File: config.mk
export PLATFORM = sky130hd
export DESIGN_NAME = lpt_mul
export DESIGN_NICKNAME = d
export VERILOG_FILES = /design/src/rtl/lpt_pkg.sv /design/src/rtl/lpt_mul.sv
export SDC_FILE = /design/constraint.sdc
export NUM_CORES = 2
export LEC_CHECK = 0
export BUFFER_PORTS_ARGS = -buffer_cell sky130_fd_sc_hd__buf_4
export CAP_MARGIN = 30
export CORE_UTILIZATION = 35
export CTS_CLUSTER_DIAMETER = 30
export DETAILED_ROUTE_END_ITERATION = 6
export PLACE_DENSITY_LB_ADDON = 0.15
export SYNTH_ARGS = -nofsm -noshare
export SYNTH_HDL_FRONTEND = slang
export SYNTH_SLANG_ARGS = --single-unit
File: constraint.sdc
create_clock -name clk -period 8.8 [get_ports clk]
set_input_delay 1.76 -clock clk [delete_from_list [all_inputs] [get_ports clk]]
set_output_delay 1.76 -clock clk [all_outputs]
set_load 0.01 [all_outputs]
File: src/rtl/lpt_pkg.sv
// Shared types, constants and saturation helpers of the laser plane triangulation core.
package lpt_pkg;

	localparam int DIV_W = 64;
	localparam int QUO_W = 32;
	localparam int OUT_W = 32;
	localparam int MUL_W = 34;
	localparam int PROD_W = 2 * MUL_W;
	localparam int SQ_W = 64;
	localparam int SUM_W = SQ_W + 2;
	localparam int CFG_AW = 3;
	localparam int CFG_DW = 32;
	localparam int CTR_W = 28;

	typedef enum logic [CFG_AW-1:0] {
		REG_PLANE_A  = 3'd0,
		REG_PLANE_B  = 3'd1,
		REG_PLANE_C  = 3'd2,
		REG_PLANE_D  = 3'd3,
		REG_FOCAL_X  = 3'd4,
		REG_FOCAL_Y  = 3'd5,
		REG_CENTER_X = 3'd6,
		REG_CENTER_Y = 3'd7
	} cfg_reg_t;

	typedef enum logic [4:0] {
		ST_IDLE, ST_N_GO, ST_N_WT, ST_M_GO, ST_M_WT, ST_MUL_A, ST_MUL_B, ST_DEN,
		ST_Z_GO, ST_Z_WT, ST_MUL_X, ST_MUL_Y, ST_CAP_Y, ST_SQ_X, ST_SQ_Y, ST_SQ_Z,
		ST_SQ_E, ST_R_GO, ST_R_WT, ST_OUT
	} state_t;

	typedef struct packed {
		logic busy;
		logic done;
	} unit_stat_t;

	function automatic logic signed [OUT_W-1:0] sat_s64(input logic signed [63:0] v);
		if (v > 64'sh0000_0000_7FFF_FFFF)
			return 32'sh7FFF_FFFF;
		if (v < 64'shFFFF_FFFF_8000_0000)
			return 32'sh8000_0000;
		return 32'(v);
	endfunction

	function automatic logic signed [OUT_W-1:0] quo_to_s32(input logic [QUO_W-1:0] q,
		input logic ovf, input logic neg);
		if (neg) begin
			if (ovf || q > 32'h8000_0000)
				return 32'sh8000_0000;
			return $signed(32'(-q));
		end
		if (ovf || q[31])
			return 32'sh7FFF_FFFF;
		return $signed(q);
	endfunction

endpackage

File: src/rtl/lpt_mul.sv
// Shared signed multiplier with a registered product.
module lpt_mul (
	input  logic                               clk,
	input  logic signed [lpt_pkg::MUL_W-1:0]   a,
	input  logic signed [lpt_pkg::MUL_W-1:0]   b,
	output logic signed [lpt_pkg::PROD_W-1:0]  prod_s1
);

	always_ff @(posedge clk) begin
		prod_s1 <= a * b;
	end

endmodule

==> results.md <==
* Status: finished, final reports clean
* Crit Path Class: in2reg
* First-iteration detailed-routing DRC count at around 1200
* Via density at 4.58
* Num CTS Buffers at 9
* Crit path launch type: primary input
* Final setup violating endpoints at 0
* Fraction of registers with async set/reset at 0%
* Initial core utilization at between 30% and 40%
* Routed WL at approximately 130 mm
* Worst Setup Slack, final at roughly 130 ps
* Compound-cell area share of the yosys netlist at under 10%
* P&R area growth vs syn at 17.5%
* Clock tree sinks at 68
* Core area at around 120000 um2
* Grt ovf at 0
* Most flop-heavy register: prod_s1
* Share of layout cells above drive strength 1 at 16.7%
* Die area at approximately 120000 um2
* Gr usage total at between 20 and 25%
* Setup TNS at 0 ps
* Mux share of post-synthesis cell area at 0%
* First-pass GRT wire length at 207 mm
* Worst Max-Slew Pin Slew at 573 ps
* Max Cap Viol at 0
* Cell mode on critical path: fa_1
* Syn nets at 6068
* CTS max path bufs at 2
* Final worst path period share at 98.6%
* Die Y-Extent at about 350 um
* Crit path max fanout at 6
* Worst path max stage delay at approximately 570 ps
* Via count at roughly 30000
* Regs by FF count: prod_s1 (68)
* Flops & latches, synth at 68
* Slew Limit Fails at 0
* Relative slew slack at between 60% and 70%
* RSZ-0062 raised after global routing: yes
* CTS root buf: clkbuf_16
* WHS Endpoint: prod_s1[1]$_DFF_P_
* Worst setup EP type: flip-flop
* Worst slack, placed at -732 ps
* Ys Warns at 0
* Post-DP HPWL at 117 mm
* Fin Hold WS at roughly 1700 ps
* # rows at 128
* DR WL/cell at roughly 19 um
* H-tree levels at 3
* Hold Fails Final Rpt at 0
* Final net count at ~6500
* Adder-cell share of the synthesized area at about 64%
* Max reg flops at just under 70
* Largest family of logic cells by synthesized area: adder cells
* Primary FF master, synth: dfxtp_1
* Worst hold path depth at 3
* Min cycle time layout at 8670 ps
* Max Clk Rate at between 0.1 and 0.15 GHz
* EDFF count, synth at 0
* Commonest cells after routing, fill and taps aside: 1213 x inv_1, 1207 x fa_1, 608 x and2_1
* # hold bufs at CTS at 0
* Post-synth cell types at a little under 70
* Post-Synthesis Cells at 4554
* Arrival @ worst endpoint at 8990 ps
* Detailed Routing Iterations Pass 1 at 5
* Most common cell after layout, fill and taps aside: inv_1
* Top Ports at 137
* XOR/XNOR Fraction of Synth Area at under 10%
* Vias in the first global route at between 30000 and 40000
* Syn Std Cell Area at about 43000 um2
* Chip width at 353 um
* GPL Wtd Cong at ~0.9
* Worst hold path type: in2reg
* Buffers on Ports at 136
* CTS tree: done
* Hold Crit Start: b[1]
* Largest net degree at the start of global routing at 25
* Simple-Gate Fraction of Synth Area at ~15%
* Clock-pin slew on the worst setup and hold paths at roughly 60 ps
* Critical Path RT at a little over 9000 ps
* Initial antenna violation count at 10
* # DRC at 0
* Syn Area/Cell at about 9.4 um2
* Crit-path slowest cell: fa_1
* Sequential element share of the synthesized area at about 3.2%
* Final ANT Viol Nets at 0
-- stage by stage --
step                      cells  instance area, um2  utilization [%]
after floorplan            4554               43000                -
after global placement     6597               49300             40.4
after detailed placement   6597               49300             40.4
after CTS                  6617               50000             41.0
after global routing       6627               50600             41.5
final                      6629               50600             41.5
-- how the worst max path moves through the flow --
stage / from / endpoint / slack [ps] / cells past startpoint
finish: a[13] / prod_s1[60]$_DFF_P_ / 130 / 28
global route: a[15] / prod_s1[64]$_DFF_P_ / -150 / 28
CTS: b[19] / prod_s1[64]$_DFF_P_ / 2 / 27
detailed placement: b[1] / prod_s1[66]$_DFF_P_ / -730 / 29
global placement: b[1] / prod_s1[62]$_DFF_P_ / -760 / 30
floorplan: b[10] / prod_s1[67]$_DFF_P_ / 30 / 24
-- cells in the mapped netlist (4+ instances only) --
library cell	count	share of area [%]
a211oi_1	6	0.10
a21o_1	37	0.65
a21oi_1	61	0.71
a31oi_1	7	0.10
and2_1	621	9.0
and3_1	5	0.073
buf_4	4	0.070
clkbuf_1	214	1.9
dfxtp_1	68	3.2
fa_1	1241	58
ha_1	204	5.9
inv_1	1231	11
nand2_1	542	4.7
nand2b_1	20	0.29
nand3_1	11	0.13
nand4_1	11	0.16
nor2_1	54	0.47
nor2b_1	9	0.13
nor3_1	5	0.058
o21a_1	4	0.070
o21ai_0	31	0.36
o21ai_1	7	0.081
o21bai_1	12	0.21
or2_2	4	0.058
xnor2_1	56	1.1
xor2_1	23	0.47
-- cell families (layout without fill, tap and decap cells) --
logic type	Yosys count	after routing
xor+xnor	79	79
flops	68	68
simple gates	1296	1296
buf+inv	1460	1906
compound gates	206	206
fa+ha+maj	1445	1445
other cells	0	4
-- timing repair --
action                     in CTS  in global routing
pin swaps                      62                 83
buffers inserted                6                  7
cloned                          0                  1
setup endpoints to repair      15                 24
gates resized for setup        96                130
-- area by class of cell --
class,instances,area (um2)
Fill cell,12200,71300
Multi-Input combinational cell,3026,36800
Timing Repair Buffer,658,5510
Inverter,1232,4620
Tap cell,1625,2030
Sequential cell,68,1360
Clock buffer,11,243
Clock inverter,5,36.3
Antenna cell,4,10.0
-- worst max-delay path, delay by kind of cell --
| kind | cells | cell delay [ps] |
|---|---|---|
| adders and majority gates | 9 | 4030 |
| AOI/OAI and AO/OA | 6 | 1470 |
| buffers and inverters | 8 | 810 |
| and+or+nand+nor | 4 | 780 |
| xor gates and xnor gates | 1 | 120 |
-- routing by layer --
metal	GRT usage, %	vias up	wire length, um
met3	2.21	106	4190
met5	0	-	41
met2	38.6	465	66400
met1	29.1	16100	55300
li1	-	13700	-
met4	5.51	8	3130
Power is left out: the tool's default activity adds up to more than one toggle a clock period on the data nets, which glitch-free logic cannot reach.
