File: src/rtl/lpt_pkg.sv
// Shared types, constants and saturation helpers of the laser plane triangulation core.
package lpt_pkg;

	localparam int DIV_W = 64;
	localparam int QUO_W = 32;
	localparam int OUT_W = 32;
	localparam int MUL_W = 34;
	localparam int PROD_W = 2 * MUL_W;
	localparam int SQ_W = 64;
	localparam int SUM_W = SQ_W + 2;
	localparam int CFG_AW = 3;
	localparam int CFG_DW = 32;
	localparam int CTR_W = 28;

	typedef enum logic [CFG_AW-1:0] {
		REG_PLANE_A  = 3'd0,
		REG_PLANE_B  = 3'd1,
		REG_PLANE_C  = 3'd2,
		REG_PLANE_D  = 3'd3,
		REG_FOCAL_X  = 3'd4,
		REG_FOCAL_Y  = 3'd5,
		REG_CENTER_X = 3'd6,
		REG_CENTER_Y = 3'd7
	} cfg_reg_t;

	typedef enum logic [4:0] {
		ST_IDLE, ST_N_GO, ST_N_WT, ST_M_GO, ST_M_WT, ST_MUL_A, ST_MUL_B, ST_DEN,
		ST_Z_GO, ST_Z_WT, ST_MUL_X, ST_MUL_Y, ST_CAP_Y, ST_SQ_X, ST_SQ_Y, ST_SQ_Z,
		ST_SQ_E, ST_R_GO, ST_R_WT, ST_OUT
	} state_t;

	typedef struct packed {
		logic busy;
		logic done;
	} unit_stat_t;

	function automatic logic signed [OUT_W-1:0] sat_s64(input logic signed [63:0] v);
		if (v > 64'sh0000_0000_7FFF_FFFF)
			return 32'sh7FFF_FFFF;
		if (v < 64'shFFFF_FFFF_8000_0000)
			return 32'sh8000_0000;
		return 32'(v);
	endfunction

	function automatic logic signed [OUT_W-1:0] quo_to_s32(input logic [QUO_W-1:0] q,
		input logic ovf, input logic neg);
		if (neg) begin
			if (ovf || q > 32'h8000_0000)
				return 32'sh8000_0000;
			return $signed(32'(-q));
		end
		if (ovf || q[31])
			return 32'sh7FFF_FFFF;
		return $signed(q);
	endfunction

endpackage

File: src/rtl/lpt_sqrt.sv
// Iterative integer square root, two radicand bits per cycle.
module lpt_sqrt (
	input  logic                     clk,
	input  logic                     arst_n,
	input  logic                     start,
	input  logic [lpt_pkg::SQ_W-1:0] radicand,
	output logic [31:0]              root,
	output lpt_pkg::unit_stat_t      stat
);

	logic [lpt_pkg::SQ_W-1:0] rad_q;
	logic [lpt_pkg::SQ_W-1:0] res_q;
	logic [lpt_pkg::SQ_W-1:0] bit_q;
	logic [lpt_pkg::SQ_W-1:0] trial;
	logic                     busy_q;
	logic                     done_q;

	assign trial = res_q + bit_q;

	always_ff @(posedge clk or negedge arst_n) begin
		if (!arst_n) begin
			busy_q <= 1'b0;
			done_q <= 1'b0;
		end else begin
			done_q <= 1'b0;
			if (start) begin
				busy_q <= 1'b1;
			end else if (busy_q && bit_q[0]) begin
				busy_q <= 1'b0;
				done_q <= 1'b1;
			end
		end
	end

	always_ff @(posedge clk) begin
		if (start) begin
			rad_q <= radicand;
			res_q <= '0;
			bit_q <= 64'h4000_0000_0000_0000;
		end else if (busy_q) begin
			if (rad_q >= trial) begin
				rad_q <= rad_q - trial;
				res_q <= (res_q >> 1) + bit_q;
			end else begin
				res_q <= res_q >> 1;
			end
			bit_q <= bit_q >> 2;
		end
	end

	assign root = res_q[31:0];
	assign stat = '{busy: busy_q, done: done_q};

endmodule

File: config.mk
export PLATFORM = sky130hd
export DESIGN_NAME = lpt_sqrt
export DESIGN_NICKNAME = d
export VERILOG_FILES = /design/src/rtl/lpt_pkg.sv /design/src/rtl/lpt_sqrt.sv
export SDC_FILE = /design/constraint.sdc
export NUM_CORES = 1
export LEC_CHECK = 0
export BUFFER_PORTS_ARGS = -buffer_cell sky130_fd_sc_hd__buf_4
export CORE_MARGIN = 5
export CORE_UTILIZATION = 40
export CTS_BUF_LIST = sky130_fd_sc_hd__clkbuf_16
export DETAILED_ROUTE_END_ITERATION = 12
export PLACE_DENSITY_LB_ADDON = 0.15
export SETUP_SLACK_MARGIN = 0.2
export SLEW_MARGIN = 20
export SYNTH_ARGS = -nofsm -noshare
export SYNTH_HDL_FRONTEND = slang
export SYNTH_SLANG_ARGS = --single-unit
File: constraint.sdc
create_clock -name clk -period 13.85 [get_ports clk]
set_input_delay 2.77 -clock clk [delete_from_list [all_inputs] [get_ports clk]]
set_output_delay 2.77 -clock clk [all_outputs]
set_load 0.005 [all_outputs]
==> impl_summary.txt <==
----------------------------------------------------
[Outcome]
  Run status ... finished, final reports clean

[STA]
  Endpoints failing setup ... 0
  Period minus WS final ... roughly 7 ns
  Highest achievable clock rate ... about 140 MHz
  Final Hold Viols ... 0
  Period utilization ... 0.506
  Unrepaired setup endpoints after global routing ... no
  Final clock skew ... ~0.010 ns
  Rel. slew slack ... 0.234
  Max-slew violation count ... 0
  Setup slack of the critical path after layout ... between 6 and 7 ns
  Setup TNS after final layout ... 0 ns
  Actual transition at the worst max-transition pin ... 1.12 ns

[Route]
  Router iterations before antenna repair ... 5
  Violation count after the first detailed-routing iteration ... just under 1000
  Wire length per cell ... about 18 um
  Vias per std cell ... approximately 5.7
  Number of nets with antenna violations after routing ... 0
  Count of unresolved DRC violations after routing ... 0
  Total via count after detailed routing ... about 14000
  Final wirelength ... around 44000 um

[Run]
  Number of violations of the max-capacitance limit ... 0

[Power and ir drop]
  Sequential group share of total power ... 0.243
  Peak supply drop ... ~0.17 mV
  Proportion of total power due to net switching ... 0.477
  Comb pwr share ... 0.612
  Net switching component of the power ... 0.00155 W
  Standby leakage power ... between 6 and 7 nW
  Part of the total power dissipated in the clock network ... 0.145
  Pwr Density ... around 200 nW/um^2
  P_int ... approximately 0.0017 W

[Synth]
  Library cell occupying the most area in the post-synthesis netlist ... dfxtp_1
  Gate count of the mapped netlist ... ~1900
  Area share of the largest cell type after synthesis ... 0.127
  Synth unique cells ... 89
  Top flip-flop cell by instance count after synthesis ... dfxtp_1
  Commonest cells in the netlist ... nand2_1, nor2_1, o21ai_0
  Synthesized net count ... around 2100
  Number of storage elements in the synthesis netlist ... ~160
  Synth async-reset ratio ... 0.0123
  Number of flops mapped to enable cells by yosys ... 64
  Dominant cells by area after synthesis ... dfxtp_1, edfxtp_1, ha_1
  Cell with the most instances after synthesis ... nand2_1
  Cell area after synthesis ... 15100 sq um
  Fraction of the yosys area taken by sequential cells ... 0.258
  Average cell area after synthesis ... between 7 and 8 sq um
  Warnings, synthesis ... 0

[Floorplan]
  Top Ports ... about 100
  Horizontal extent of the die ... ~200 um
  Die area ... 41800 sq um
  Die H ... 204 um
  Std-Cell Core Area ... roughly 37000 sq um
  Number of core rows ... roughly 70
  Initial Util ... 0.403

[Placed design]
  Count of input and output buffers ... 100
  Worst setup timing slack at the placement stage ... 6.84 ns
  Final estimated routing congestion in global placement ... approximately 0.93
  DPL Wire Length ... 33000 um

[Global routing]
  Initial antenna violation count ... 0
  Leftover overflow at the end of global routing ... 0
  Largest net degree at the start of global routing ... 159
  Vias in the first global route ... 13100
  Global router's overall resource usage ... 0.207
  First-pass GRT wire length ... 70300 um

[CTS]
  Num CTS Buffers ... 17
  Count of hold-fix buffers inserted at cts ... 0
  Clock net sink count ... ~160
  Library cell used as clock root buffer ... clkbuf_16
  Skew-Pair Late Insertion Delay ... ~0.45 ns
  CTS tree ... done
  Setup Buffers After CTS ... 0
  Buffers from clock root to sink, at most ... 2
  Max H-tree Level ... 4
  Clock input transition at the sequential cells of the worst setup and hold paths ... approximately 0.070 ns
  PostCTS Resize Cnt ... 0

[Critical path]
  Endpoint required time on the critical path ... about 14 ns
  Crit. End Element ... flop
  Worst-path maximum fanout ... 64
  Critical path class ... reg2reg
  Worst setup SP type ... flop
  Critical path arrival ... between 7 and 8 ns

[Layout]
  Fraction of final layout cells with drive strength greater than 1 ... 0.0991
  Number of filler cells placed in the layout ... between 3000 and 4000
  Post-synthesis to final-layout area growth ... 8.89%
  Antenna diode instance count ... 0
  Number of nets in the final layout ... 2093

[Min path]
  Path category of the worst min-delay check ... reg2reg

----------------------------------------------------
-- power by group through the flow --
stage / Clock, W / Combinational (W) / Sequential [W]
5_1_grt: 0.000504 / 0.00221 / 0.000806
3_5_place_dp: 0 / 0.00197 / 0.000798
2_1_floorplan: 0 / 0.00155 / 0.000751
3_3_place_gp: 0 / 0.00196 / 0.000799
6_report: 0.000473 / 0.00199 / 0.000790
4_1_cts: 0.000487 / 0.00198 / 0.000791
-- area by class of cell --
type	count	area [sq um]	share of cell area
Multi-Input combinational cell	1576	10400	0.634
Sequential cell	162	3900	0.237
Timing Repair Buffer	105	805	0.0489
Tap cell	511	639	0.0388
Clock buffer	17	425	0.0258
Clock inverter	15	133	0.00806
Inverter	33	124	0.00753
-- flip-flops by register name (all words and copies together) (netlist names) --
name	flops
bit_q	32
done_q	1
busy_q	1
rad_q	64
res_q	64
-- metrics by stage --
step | area (sq um) | hold WS, ns | utilization | std cells | power, W
2_1_floorplan | 15100 | 0.458 | - | 1905 | 0.00230
3_3_place_gp | 15900 | 0.495 | 0.424 | 2387 | 0.00276
3_5_place_dp | 15900 | 0.500 | 0.424 | 2387 | 0.00277
4_1_cts | 16500 | 0.512 | 0.439 | 2419 | 0.00326
5_1_grt | 16500 | 0.526 | 0.439 | 2419 | 0.00352
6_report | 16500 | 0.507 | 0.439 | 2419 | 0.00325
-- logic make-up after synthesis --
family,count (synthesis),share of synthesized area
buffers and inverters,167,0.0531
muxes,42,0.0281
xor gates and xnor gates,152,0.0881
AOI/OAI and AO/OA,623,0.274
DFF,162,0.258
adders and majority gates,131,0.109
and+or+nand+nor,628,0.190
-- path summary, 6_finish.rpt --
| kind | depth (start not counted) | to | start | slack [ns] |
|---|---|---|---|---|
| worst max-delay path | 23 | rad_q[34] | res_q[12] | 6.85 |
| worst min-delay path | 2 | done_q | bit_q[0] | 0.51 |
| worst max register to register | 23 | rad_q[34] | res_q[12] | 6.85 |
| worst min register to register | 2 | done_q | bit_q[0] | 0.51 |
| max in group asynchronous | 1 | busy_q | arst_n | 11.67 |
| min in group asynchronous | 1 | busy_q | arst_n | 2.08 |
-- worst max-delay path, stage by stage, from the launching register on --
cell and delay (ns):
dfxtp_1 0.49, ha_1 0.32, and4_1 0.26, nor2b_1 0.17, a211o_1 0.31, o21ai_0 0.49
o41ai_2 0.20, o311ai_0 0.59, a31oi_1 0.18, o21ai_1 0.24, a21oi_1 0.10, o21ai_1 0.14
xor2_1 0.09, ha_1 0.38, and4_1 0.27, nand2_1 0.07, nor3_1 0.20, nand4_1 0.19
o31ai_1 0.25, a221oi_1 0.10, o41ai_2 0.09, buf_4 0.46, nand2_1 0.20, nand2b_4 0.77
-- layer usage --
| layer | track usage | up-vias | part of all wire |
|---|---|---|---|
| met5 | 0 | - | 0 |
| met4 | 0.0376 | 0 | 0.011 |
| met3 | 0.0341 | 35 | 0.049 |
| met2 | 0.343 | 323 | 0.47 |
| met1 | 0.287 | 6446 | 0.47 |
| li1 | - | 6972 | - |
-- placed cells by master, fill, tap and decap left out, drive strengths merged, types with 56 or more instances in the layout --
master | synthesis | layout
nand2 | 217 | 217
nor2 | 204 | 204
o21ai | 167 | 167
ha | 130 | 130
a21oi | 127 | 127
buf | 56 | 105
dfxtp | 96 | 96
xor2 | 84 | 84
xnor2 | 68 | 68
edfxtp | 64 | 64
a31oi | 56 | 56
a21o | 56 | 56
Power figures use the tool's default switching activity.
