File: config.mk
export PLATFORM = sky130hd
export DESIGN_NAME = lpt_div
export DESIGN_NICKNAME = d
export VERILOG_FILES = /design/src/rtl/lpt_pkg.sv /design/src/rtl/lpt_div.sv
export SDC_FILE = /design/constraint.sdc
export NUM_CORES = 1
export LEC_CHECK = 0
export BUFFER_PORTS_ARGS = -buffer_cell sky130_fd_sc_hd__buf_2
export CAP_MARGIN = 0
export CORE_MARGIN = 3
export CORE_UTILIZATION = 34
export DETAILED_ROUTE_END_ITERATION = 7
export GPL_ROUTABILITY_DRIVEN = 1
export HOLD_SLACK_MARGIN = 0.1
export PLACE_DENSITY_LB_ADDON = 0.3
export RECOVER_POWER = 100
export SYNTH_ARGS = -nofsm -noshare
export SYNTH_HDL_FRONTEND = slang
export SYNTH_SLANG_ARGS = --single-unit
File: constraint.sdc
create_clock -name clk -period 3.35 [get_ports clk]
set_input_delay 0.67 -clock clk [delete_from_list [all_inputs] [get_ports clk]]
set_output_delay 0.67 -clock clk [all_outputs]
set_load 0.05 [all_outputs]
File: src/rtl/lpt_pkg.sv
// Shared types, constants and saturation helpers of the laser plane triangulation core.
package lpt_pkg;

	localparam int DIV_W = 64;
	localparam int QUO_W = 32;
	localparam int OUT_W = 32;
	localparam int MUL_W = 34;
	localparam int PROD_W = 2 * MUL_W;
	localparam int SQ_W = 64;
	localparam int SUM_W = SQ_W + 2;
	localparam int CFG_AW = 3;
	localparam int CFG_DW = 32;
	localparam int CTR_W = 28;

	typedef enum logic [CFG_AW-1:0] {
		REG_PLANE_A  = 3'd0,
		REG_PLANE_B  = 3'd1,
		REG_PLANE_C  = 3'd2,
		REG_PLANE_D  = 3'd3,
		REG_FOCAL_X  = 3'd4,
		REG_FOCAL_Y  = 3'd5,
		REG_CENTER_X = 3'd6,
		REG_CENTER_Y = 3'd7
	} cfg_reg_t;

	typedef enum logic [4:0] {
		ST_IDLE, ST_N_GO, ST_N_WT, ST_M_GO, ST_M_WT, ST_MUL_A, ST_MUL_B, ST_DEN,
		ST_Z_GO, ST_Z_WT, ST_MUL_X, ST_MUL_Y, ST_CAP_Y, ST_SQ_X, ST_SQ_Y, ST_SQ_Z,
		ST_SQ_E, ST_R_GO, ST_R_WT, ST_OUT
	} state_t;

	typedef struct packed {
		logic busy;
		logic done;
	} unit_stat_t;

	function automatic logic signed [OUT_W-1:0] sat_s64(input logic signed [63:0] v);
		if (v > 64'sh0000_0000_7FFF_FFFF)
			return 32'sh7FFF_FFFF;
		if (v < 64'shFFFF_FFFF_8000_0000)
			return 32'sh8000_0000;
		return 32'(v);
	endfunction

	function automatic logic signed [OUT_W-1:0] quo_to_s32(input logic [QUO_W-1:0] q,
		input logic ovf, input logic neg);
		if (neg) begin
			if (ovf || q > 32'h8000_0000)
				return 32'sh8000_0000;
			return $signed(32'(-q));
		end
		if (ovf || q[31])
			return 32'sh7FFF_FFFF;
		return $signed(q);
	endfunction

endpackage

File: src/rtl/lpt_div.sv
// Iterative restoring divider, one quotient bit per cycle, with quotient overflow flag.
module lpt_div (
	input  logic                          clk,
	input  logic                          arst_n,
	input  logic                          start,
	input  logic [lpt_pkg::DIV_W-1:0]     dividend,
	input  logic [lpt_pkg::DIV_W-1:0]     divisor,
	output logic [lpt_pkg::QUO_W-1:0]     quo,
	output logic                          ovf,
	output lpt_pkg::unit_stat_t           stat
);

	logic [lpt_pkg::DIV_W-1:0] rem_q;
	logic [lpt_pkg::DIV_W-1:0] div_q;
	logic [lpt_pkg::QUO_W-1:0] low_q;
	logic [4:0]                cnt_q;
	logic                      busy_q;
	logic                      done_q;
	logic                      ovf_q;
	logic [lpt_pkg::DIV_W:0]   trial;
	logic                      fits;

	assign trial = {rem_q, low_q[lpt_pkg::QUO_W-1]};
	assign fits = trial >= {1'b0, div_q};

	always_ff @(posedge clk or negedge arst_n) begin
		if (!arst_n) begin
			busy_q <= 1'b0;
			done_q <= 1'b0;
			cnt_q <= '0;
		end else begin
			done_q <= 1'b0;
			if (start) begin
				busy_q <= 1'b1;
				cnt_q <= '0;
			end else if (busy_q) begin
				cnt_q <= cnt_q + 5'd1;
				if (cnt_q == 5'd31) begin
					busy_q <= 1'b0;
					done_q <= 1'b1;
				end
			end
		end
	end

	always_ff @(posedge clk) begin
		if (start) begin
			rem_q <= {32'd0, dividend[63:32]};
			low_q <= dividend[31:0];
			div_q <= divisor;
			ovf_q <= {32'd0, dividend[63:32]} >= divisor;
		end else if (busy_q) begin
			rem_q <= fits ? 64'(trial - {1'b0, div_q}) : 64'(trial);
			low_q <= {low_q[lpt_pkg::QUO_W-2:0], fits};
		end
	end

	assign quo = low_q;
	assign ovf = ovf_q;
	assign stat = '{busy: busy_q, done: done_q};

endmodule

==> flow_summary_export.csv, run 1 <==
group,metric,value,unit
cells_and_area,finalNetCount,1671,
pwr,p_per_area,777.3,nW/um^2
sta,maxSlewHeadroom,-0.1593,
clock_network,cts_buffers,17,
run,maxCapViolations,1,
pwr,power.total,10860,uW
routing,drcViolationCount,0,
synthesis,syn-cell-area,12020,sq um
sta,whs,0.4046,ns
grt,grt_busiest_layer,"met2",
sta,final.setup_skew,0.01571,ns
synthesis,postSynthAreaPerCell,9.489,sq um
worst_setup_path,worstPathMaxFanout,5,
placement,io_buffers,165,
sta,fin_crit_sh,0.9561,
pwr,vdd_drop_max,0.0004181,V
clock_network,insertion_delay,0.46,ns
min_path,hold_path.startpoint,"divisor[3]",
clock_network,htree_levels,4,
synthesis,synth_xor_area_frac,0.04080,
routing,drt_first_pass_iters,5,
routing,vias,9889,
sta,period_minus_slack,3.203,ns
worst_setup_path,cp-start-kind,"register",
synthesis,synth-main-ff-cell,"edfxtp_1",
placement,gp_congestion,0.9023,
clock_network,clkTransAtPathRegs,0.07,ns
synthesis,synth_adder_area_share,0.1037,
sta,worstMarginPinSlew,1.739,ns
worst_setup_path,crit_start,"rem_q[1]$_DFFE_PP_",
worst_setup_path,timing.rr.start,"rem_q[1]$_DFFE_PP_",
synthesis,syn_inst,1267,
cells_and_area,drive_gt1_frac,0.1871,
synthesis,syn_nets,1497,
synthesis,ys_types,86,
clock_network,cts_tree,"done",
sta,rsz0062_at_grt,"false",
grt,grt_use_met3,0.02728,
grt,use_met2,0.2694,
placement,hpwl,25040,um
cells_and_area,area_delta_synth_final,16.20,%
routing,drt-wirelength-per-cell,16.93,um
synthesis,synthArstFlopShare,0.04167,
worst_setup_path,endpoint_kind,"register",
die,die_h,194.0,um
clock_network,cts_sinks,168,
cells_and_area,multiInputGateArea,6534,sq um
routing,antenna_left,0,
clock_network,cts-root-buf,"clkbuf_16",
die,io_pins,166,
cells_and_area,seqCellArea,4690,sq um
grt,track_usage,0.1703,
grt,grt_util_met1,0.2416,
die,design.die.area,37650,sq um
sta,timing.final.hold_violations,0,
outcome,status,"finished, violations left",
synthesis,synth-compound-area-share,0.1901,
die,start_util,0.3463,
routing,drt_wl_total,32310,um
grt,grt_overflow,0,
worst_setup_path,critPathRequiredTime,3.64,ns
outcome,failed_checks,"max-capacitance violations, max-slew violations",
die,core,34710,sq um
worst_setup_path,cp.arrival,3.49,ns
routing,drtIter0Drc,707,
min_path,hold_path.class,"input pin to register",
synthesis,synth_simple_gate_area_share,0.1329,
cells_and_area,antennaDiodeCount,0,
sta,slew_viol_final,65,
synthesis,ys_seq_area_frac,0.3901,
synthesis,yosys_warnings,0,
sta,tns,0,ns
grt,grt_start_max_net_pins,91,
clock_network,clockBufferDepth,2,
synthesis,synth_seq_cells,168,
synthesis,synth-edff-count,129,
synthesis,synth_mux_area_frac,0.07378,
routing,viasPerCell,5.180,
grt,grt_first_pass_wirelength,52150,um
grt,antenna_found_initial,0,
die,die_w,194.0,um
cells_and_area,n_fill_cell,3552,
die,rows,68,
synthesis,synth_top_family_by_area,"compound AO/OA/AOI/OAI gates",
sta,fmax,312.2,MHz
pwr,total_leakage_power,0.005795,uW
grt,grt_pass1_vias,9911,
sta,finalSetupViolations,0,
worst_setup_path,setup.worst_path.class,"register to register",
kinds of logic after synthesis:
kind of cell,count (synthesis)
xor gates and xnor gates,56
buffers and inverters,184
adders and majority gates,99
DFF,168
AOI/OAI and AO/OA,352
and+or+nand+nor,327
muxes,81
registers in the layout (all words and copies together), names as in the netlist:
signal / flops
done_q: 1
busy_q: 1
quo: 32
div_q: 64
cnt_q: 5
ovf: 1
rem_q: 64
through the flow:
step,instances,instance area [sq um],util,setup slack [ns]
after detailed placement,1874,13500,0.3889,0.06015
after floorplan,1267,12020,-,0.1369
after global placement,1874,13500,0.3889,0.1160
after global routing,1909,13970,0.4025,0.005282
after CTS,1907,14080,0.4056,0.1387
final,1909,13970,0.4025,0.1470
layer usage:
metal,vias to the layer above,part of all wire
li1,4976,-
met1,4653,0.49
met2,232,0.45
met3,28,0.040
met4,0,0.015
met5,-,0
cell type report:
type	count	share of cell area
flip-flops and latches	168	0.3357
inverters	117	0.03143
well taps	455	0.04075
multi-input cells	915	0.4677
clock inverters	14	0.01003
repair buffers	222	0.08374
clock buffers	18	0.03072
power breakdown:
| part | internal [uW] | leakage, uW | switching [uW] | total [uW] |
|---|---|---|---|---|
| clock network | 1050 | 0.000285 | 920 | 1970 |
| registers | 2760 | 0.00166 | 276 | 3040 |
| logic | 2420 | 0.00385 | 3430 | 5850 |
cell usage in the layout (no fill, tap or decap), types with 23 or more instances in the layout:
cell type and count:
xor2_1 23, xnor2_1 33, edfxtp_1 129, nor2_1 110
dfxtp_1 32, a211oi_1 24, buf_4 43, nand4_1 36
mux2_2 61, a21o_1 25, ha_1 97, buf_2 83
o21ai_0 67, a21oi_1 122, clkbuf_1 84, nand2_1 78
inv_1 116
cells in the mapped netlist (all sizes together) (27+ instances only):
| library cell | count | share of area |
|---|---|---|
| buf | 40 | 0.022 |
| dfxtp | 32 | 0.053 |
| edfxtp | 129 | 0.32 |
| o21ai | 75 | 0.032 |
| xnor2 | 33 | 0.024 |
| mux2 | 61 | 0.057 |
| nand4 | 36 | 0.019 |
| inv | 117 | 0.037 |
| nor2 | 111 | 0.035 |
| a21oi | 125 | 0.053 |
| nand2 | 78 | 0.024 |
| ha | 98 | 0.10 |
| clkbuf | 27 | 0.010 |
final timing paths:
kind,slack (ns),endpoint,cells after the start
setup / recovery,0.15,rem_q[62]$_SDFFE_PP0P_,12
hold reg to reg,0.50,rem_q[57]$_SDFFE_PP0P_,2
setup reg to reg,0.15,rem_q[62]$_SDFFE_PP0P_,12
hold / removal,0.40,div_q[3]$_DFFE_PP_,1
max in group asynchronous,2.45,busy_q$_DFF_PN0_,2
min in group asynchronous,0.63,cnt_q[2]$_DFFE_PN0P_,2
critical path, cell delays in order, from the launching register on:
cell,delay [ns]
edfxtp_1,0.41
ha_1,0.38
nor2b_1,0.18
o21ba_2,0.20
o31a_1,0.26
a31o_2,0.30
o211ai_1,0.33
nand4_1,0.25
a31oi_1,0.23
buf_4,0.16
o2111ai_1,0.11
o31ai_1,0.15
a2111oi_2,0.06
what timing repair did:
action	CTS	global route
setup buffers	0	2
gates resized for setup	0	8
endpoints found under the hold margin	7	0
setup endpoints to repair	0	39
hold buffers	1	0
Note: power is estimated with default switching activity, not from simulation.
==> run 2: changes to the inputs <==
Settings changed: MAX_ROUTING_LAYER set to met4, PLACE_DENSITY set to 0.54, PLACE_DENSITY_LB_ADDON 0.3 to not set.
Clock period 3.35 ns to 3.4 ns, I/O delays scaled along.
==> flow_summary_export.csv, run 2 (synthesis results as in run 1) <==
group,metric,value,unit
cells_and_area,drive_gt1_frac,0.1813,
pwr,p_per_area,763.9,nW/um^2
clock_network,cts-root-buf,"clkbuf_16",
die,rows,68,
clock_network,clockBufferDepth,2,
clock_network,clkTransAtPathRegs,0.08,ns
routing,vias,9883,
sta,fin_crit_sh,0.9457,
outcome,failed_checks,"max-capacitance violations, max-slew violations",
worst_setup_path,ff2ff_path_depth,13,
placement,placed_area,13450,sq um
placement,gp_congestion,0.9202,
min_path,hold_path.startpoint,"divisor[15]",
sta,timing.final.hold_violations,0,
sta,whs,0.4143,ns
routing,drt-wirelength-per-cell,17.25,um
worst_setup_path,timing.rr.start,"quo[31]$_DFFE_PP_",
sta,rsz0062_at_grt,"false",
clock_network,cts_setup_buffers,0,
worst_setup_path,regToRegEndpoint,"rem_q[28]$_DFFE_PP_",
die,start_util,0.3463,
sta,final.setup_skew,0.01258,ns
clock_network,insertion_delay,0.45,ns
clock_network,cts_tree,"done",
routing,drtIter0Drc,577,
worst_setup_path,endpoint_kind,"register",
sta,finalSetupViolations,0,
sta,tns,0,ns
cells_and_area,antennaDiodeCount,0,
worst_setup_path,cp-start-kind,"register",
run,maxCapViolations,2,
sta,timing.final.ws_setup,0.1845,ns
clock_network,cts_buffers,17,
cells_and_area,fin_area,13920,sq um
sta,worstMarginPinSlew,1.769,ns
routing,drcViolationCount,0,
grt,grt_first_pass_wirelength,52430,um
sta,period_minus_slack,3.216,ns
routing,antenna_left,0,
sta,fmax,311.0,MHz
worst_setup_path,critPathRequiredTime,3.60,ns
worst_setup_path,ff2ff_setup_slack,0.18,ns
grt,track_usage,0.1770,
pwr,total_leakage_power,0.005778,uW
cells_and_area,finalNetCount,1662,
min_path,hold_path.class,"input pin to register",
routing,drt_wl_total,32770,um
min_path,holdPathEnd,"div_q[15]$_DFFE_PP_",
cells_and_area,area_delta_synth_final,15.79,%
clock_network,htree_levels,4,
worst_setup_path,cp.arrival,3.42,ns
grt,grt_overflow,0,
die,io_pins,166,
cells_and_area,mostFrequentLayoutCells,"edfxtp_1, a21oi_1, inv_1",
outcome,status,"finished, violations left",
grt,grt_pass1_vias,9725,
worst_setup_path,worstPathMaxFanout,5,
cells_and_area,mostFrequentLayoutCell,"edfxtp_1",
placement,pre_cts_slack,0.1470,ns
routing,viasPerCell,5.202,
die,die_w,194.0,um
placement,hpwl,25650,um
die,die_h,194.0,um
grt,grt_start_max_net_pins,94,
min_path,min_path_cells,1,
placement,io_buffers,165,
sta,slew_viol_final,106,
clock_network,cts_sinks,168,
pwr,vdd_drop_max,0.0003778,V
worst_setup_path,setup.worst_path.class,"register to register",
routing,drt_first_pass_iters,5,
die,core,34710,sq um
grt,antenna_found_initial,0,
die,design.die.area,37650,sq um
sta,maxSlewHeadroom,-0.1794,
[run 2: changes by cell type in the layout (fill, tap and decap cells not counted), moves of 2 or more]
cell,before,now
buf_2,83,91
buf_4,43,32
clkbuf_1,84,78
clkinv_2,3,0
clkinv_8,0,2
o31ai_1,5,7
o31ai_2,2,0
[run 2: timing repair]
action / 4_1_cts / 5_1_grt
hold buffers: 1 / 0
gates resized for setup: 0 / 3
endpoints found under the setup margin: 0 / 3
hold endpoints to repair: 7 / 0
[run 2: cell type report]
class                           count  area [sq um]
Fill cell                        3551         20790
Multi-Input combinational cell    915          6504
Sequential cell                   168          4690
Timing Repair Buffer              213          1116
Tap cell                          455         569.3
Inverter                          117         439.2
Clock buffer                       17         425.4
Clock inverter                     15         177.7
[run 2: how the worst max path moves through the flow]
stage	startpoint	endpoint	slack, ns	cells after the start
3_3_place_gp	dividend[32]	ovf$_DFFE_PP_	0.21	14
3_5_place_dp	dividend[32]	ovf$_DFFE_PP_	0.15	14
6_report	quo[31]$_DFFE_PP_	rem_q[28]$_DFFE_PP_	0.18	13
4_1_cts	quo[31]$_DFFE_PP_	rem_q[28]$_DFFE_PP_	0.22	13
2_1_floorplan	quo[31]$_DFFE_PP_	rem_q[28]$_DFFE_PP_	0.19	13
5_1_grt	rem_q[19]$_DFFE_PP_	rem_q[8]$_DFFE_PP_	0.01	12
[run 2: through the flow]
step	total power (uW)	instances	util
floorplan	7211	1267	-
CTS	10710	1900	0.4051
detailed placement	8632	1867	0.3874
global placement	8608	1867	0.3874
finish	10630	1900	0.4010
global route	11450	1900	0.4010
[run 2: where the power goes]
part           internal, uW  switching (uW)  leakage [uW]
clock                  1060             957      0.000297
combinational          2280            3340       0.00382
sequential             2720             281       0.00166
[run 2: critical path, stage by stage (launching register included)]
cell,delay [ns]
edfxtp_1,0.37
inv_1,0.05
ha_1,0.22
fa_1,0.41
nor2b_1,0.19
o21ba_2,0.16
o31a_1,0.15
a31o_2,0.25
o2111ai_2,0.18
and2_4,0.20
o31ai_1,0.24
xnor2_1,0.18
a21oi_1,0.11
mux2_2,0.26
[run 2: metal layers]
layer | global-route usage | wire length, um | vias to the layer above | part of all wire
li1 | - | - | 4977 | -
met4 | 0.04495 | 514 | 0 | 0.016
met2 | 0.2667 | 14650 | 219 | 0.45
met5 | - | 0 | - | 0
met3 | 0.02711 | 1327 | 34 | 0.040
met1 | 0.2502 | 16270 | 4653 | 0.50
==> run 3: changes to the inputs <==
==> constraint.sdc (replaced) <==
create_clock -name clk -period 3.4 [get_ports clk]
set_input_delay 0.17 -clock clk [delete_from_list [all_inputs] [get_ports clk]]
set_output_delay 0.17 -clock clk [all_outputs]
set_load 0.05 [all_outputs]
==> flow_summary_export.csv, run 3 (synthesis results as in run 1) <==
group,metric,value,unit
worst_setup_path,setup.worst_path.class,"register to register",
cells_and_area,antennaDiodeCount,0,
routing,drcViolationCount,0,
routing,drtIter0Drc,642,
sta,period_minus_slack,3.221,ns
pwr,switchingPower,4521,uW
run,maxCapViolations,3,
grt,antenna_found_initial,0,
routing,antenna_left,0,
cells_and_area,n_fill_cell,3492,
clock_network,htree_levels,4,
worst_setup_path,critPathRequiredTime,3.60,ns
cells_and_area,fin_area,15150,sq um
worst_setup_path,cp-start-kind,"register",
pwr,comb_power_share,0.535,
outcome,failed_checks,"max-capacitance violations, max-slew violations",
sta,finalSetupViolations,0,
routing,drt_first_pass_iters,5,
sta,slew_viol_final,178,
min_path,hold_path.class,"input pin to register",
routing,drt-wirelength-per-cell,16.74,um
grt,grt_overflow,0,
sta,final.setup_skew,0.01067,ns
grt,grt_start_max_net_pins,96,
routing,drt_wl_total,33950,um
pwr,swShare,0.4220,
die,design.die.area,37650,sq um
cells_and_area,finalNetCount,1790,
placement,placed_area,13450,sq um
pwr,vdd_drop_max,0.0003644,V
outcome,status,"finished, violations left",
die,die_h,194.0,um
clock_network,insertion_delay,0.45,ns
pwr,total_leakage_power,0.006252,uW
grt,grt_pass1_vias,10490,
cells_and_area,mostFrequentLayoutCells,"edfxtp_1, dlygate4sd3_1, a21oi_1",
worst_setup_path,cp.arrival,3.42,ns
placement,gp_congestion,0.8945,
sta,fin_crit_sh,0.9475,
die,start_util,0.3463,
die,core,34710,sq um
worst_setup_path,endpoint_kind,"register",
worst_setup_path,worstPathMaxFanout,22,
clock_network,clockBufferDepth,2,
sta,fmax,310.4,MHz
clock_network,cts_sinks,168,
placement,io_buffers,165,
cells_and_area,drive_gt1_frac,0.1577,
pwr,seq_power_share,0.280,
clock_network,clkTransAtPathRegs,0.07,ns
sta,timing.final.hold_violations,0,
clock_network,cts-root-buf,"clkbuf_16",
grt,track_usage,0.1860,
routing,viasPerCell,5.129,
clock_network,cts_tree,"done",
pwr,p_per_area,706.9,nW/um^2
routing,vias,10400,
sta,worstMarginPinSlew,1.751,ns
pwr,p_int,6193,uW
clock_network,cts_setup_buffers,0,
die,rows,68,
sta,tns,0,ns
sta,maxSlewHeadroom,-0.1671,
die,die_w,194.0,um
die,io_pins,166,
pwr,p_clk_frac,0.184,
placement,hpwl,25800,um
grt,grt_first_pass_wirelength,55340,um
cells_and_area,area_delta_synth_final,26.05,%
clock_network,cts_buffers,17,
sta,rsz0062_at_grt,"false",
[run 3: cell types whose count changed in the layout (fill, tap and decap cells not counted), sizes merged]
cell | before | now
clkbuf | 102 | 115
dlygate4sd3 | 1 | 129
buf | 127 | 115
clkinvlp | 0 | 3
clkinv | 6 | 4
inv | 125 | 122
bufinv | 1 | 2
[run 3: power by group through the flow]
stage	registers, uW	clock network [uW]	logic (uW)
finish	3000	1980	5730
floorplan	3130	0	4080
detailed placement	3040	0	5620
global route	3060	2120	6380
CTS	3000	2040	5770
global placement	3030	0	5610
[run 3: final timing paths]
path	start	end	slack, ns	depth (start not counted)
max in group asynchronous	arst_n	done_q$_DFF_PN0_	2.47	3
min in group asynchronous	arst_n	cnt_q[2]$_DFFE_PN0P_	0.67	3
hold / removal	dividend[52]	rem_q[20]$_DFFE_PP_	0.24	3
hold reg to reg	rem_q[57]$_SDFFE_PP0P_	rem_q[57]$_SDFFE_PP0P_	0.49	2
setup reg to reg	rem_q[13]$_DFFE_PP_	rem_q[10]$_DFFE_PP_	0.18	11
setup / recovery	rem_q[13]$_DFFE_PP_	rem_q[10]$_DFFE_PP_	0.18	11
[run 3: worst max-delay path, cell delays in order, from the launching register on]
cell	delay (ns)
edfxtp_1	0.39
ha_1	0.46
nand2_1	0.18
nor4_2	0.35
o211ai_1	0.21
a31oi_2	0.30
nand3_1	0.17
nand3_4	0.13
buf_12	0.17
clkbuf_2	0.24
a21oi_1	0.10
mux2_2	0.27
[run 3: what timing repair did]
item                                    4_1_cts  5_1_grt
hold buffers                                129        0
hold endpoints to repair                    134        0
gates resized for setup                       0        2
endpoints found under the setup margin        0        2
[run 3: cell type report]
| cell class | instances | area (sq um) | area share |
|---|---|---|---|
| Sequential cell | 168 | 4690 | 0.3094 |
| Clock buffer | 18 | 429.2 | 0.02832 |
| Tap cell | 455 | 569.3 | 0.03757 |
| Multi-Input combinational cell | 915 | 6504 | 0.4292 |
| Inverter | 117 | 439.2 | 0.02898 |
| Clock inverter | 14 | 147.6 | 0.009742 |
| Timing Repair Buffer | 341 | 2376 | 0.1568 |
[run 3: through the flow]
stage / util / std cells / hold slack [ns] / worst slack [ns] / total power (uW)
after global placement: 0.3874 / 1867 / 0.01256 / 0.2438 / 8642
after CTS: 0.4412 / 2028 / 0.2013 / 0.1874 / 10810
final: 0.4366 / 2028 / 0.2404 / 0.1786 / 10710
after detailed placement: 0.3874 / 1867 / 0.01743 / 0.2341 / 8654
after floorplan: - / 1267 / -0.1256 / 0.1869 / 7211
after global routing: 0.4366 / 2028 / 0.2328 / 0.001661 / 11560
[run 3: per-layer routing]
layer	track usage	up-vias	wire length, um	share of wire
met5	-	-	0	0
met4	0.04601	0	513	0.015
met3	0.02989	35	1326	0.039
met2	0.2892	239	15550	0.46
met1	0.2550	4900	16560	0.49
li1	-	5228	-	-
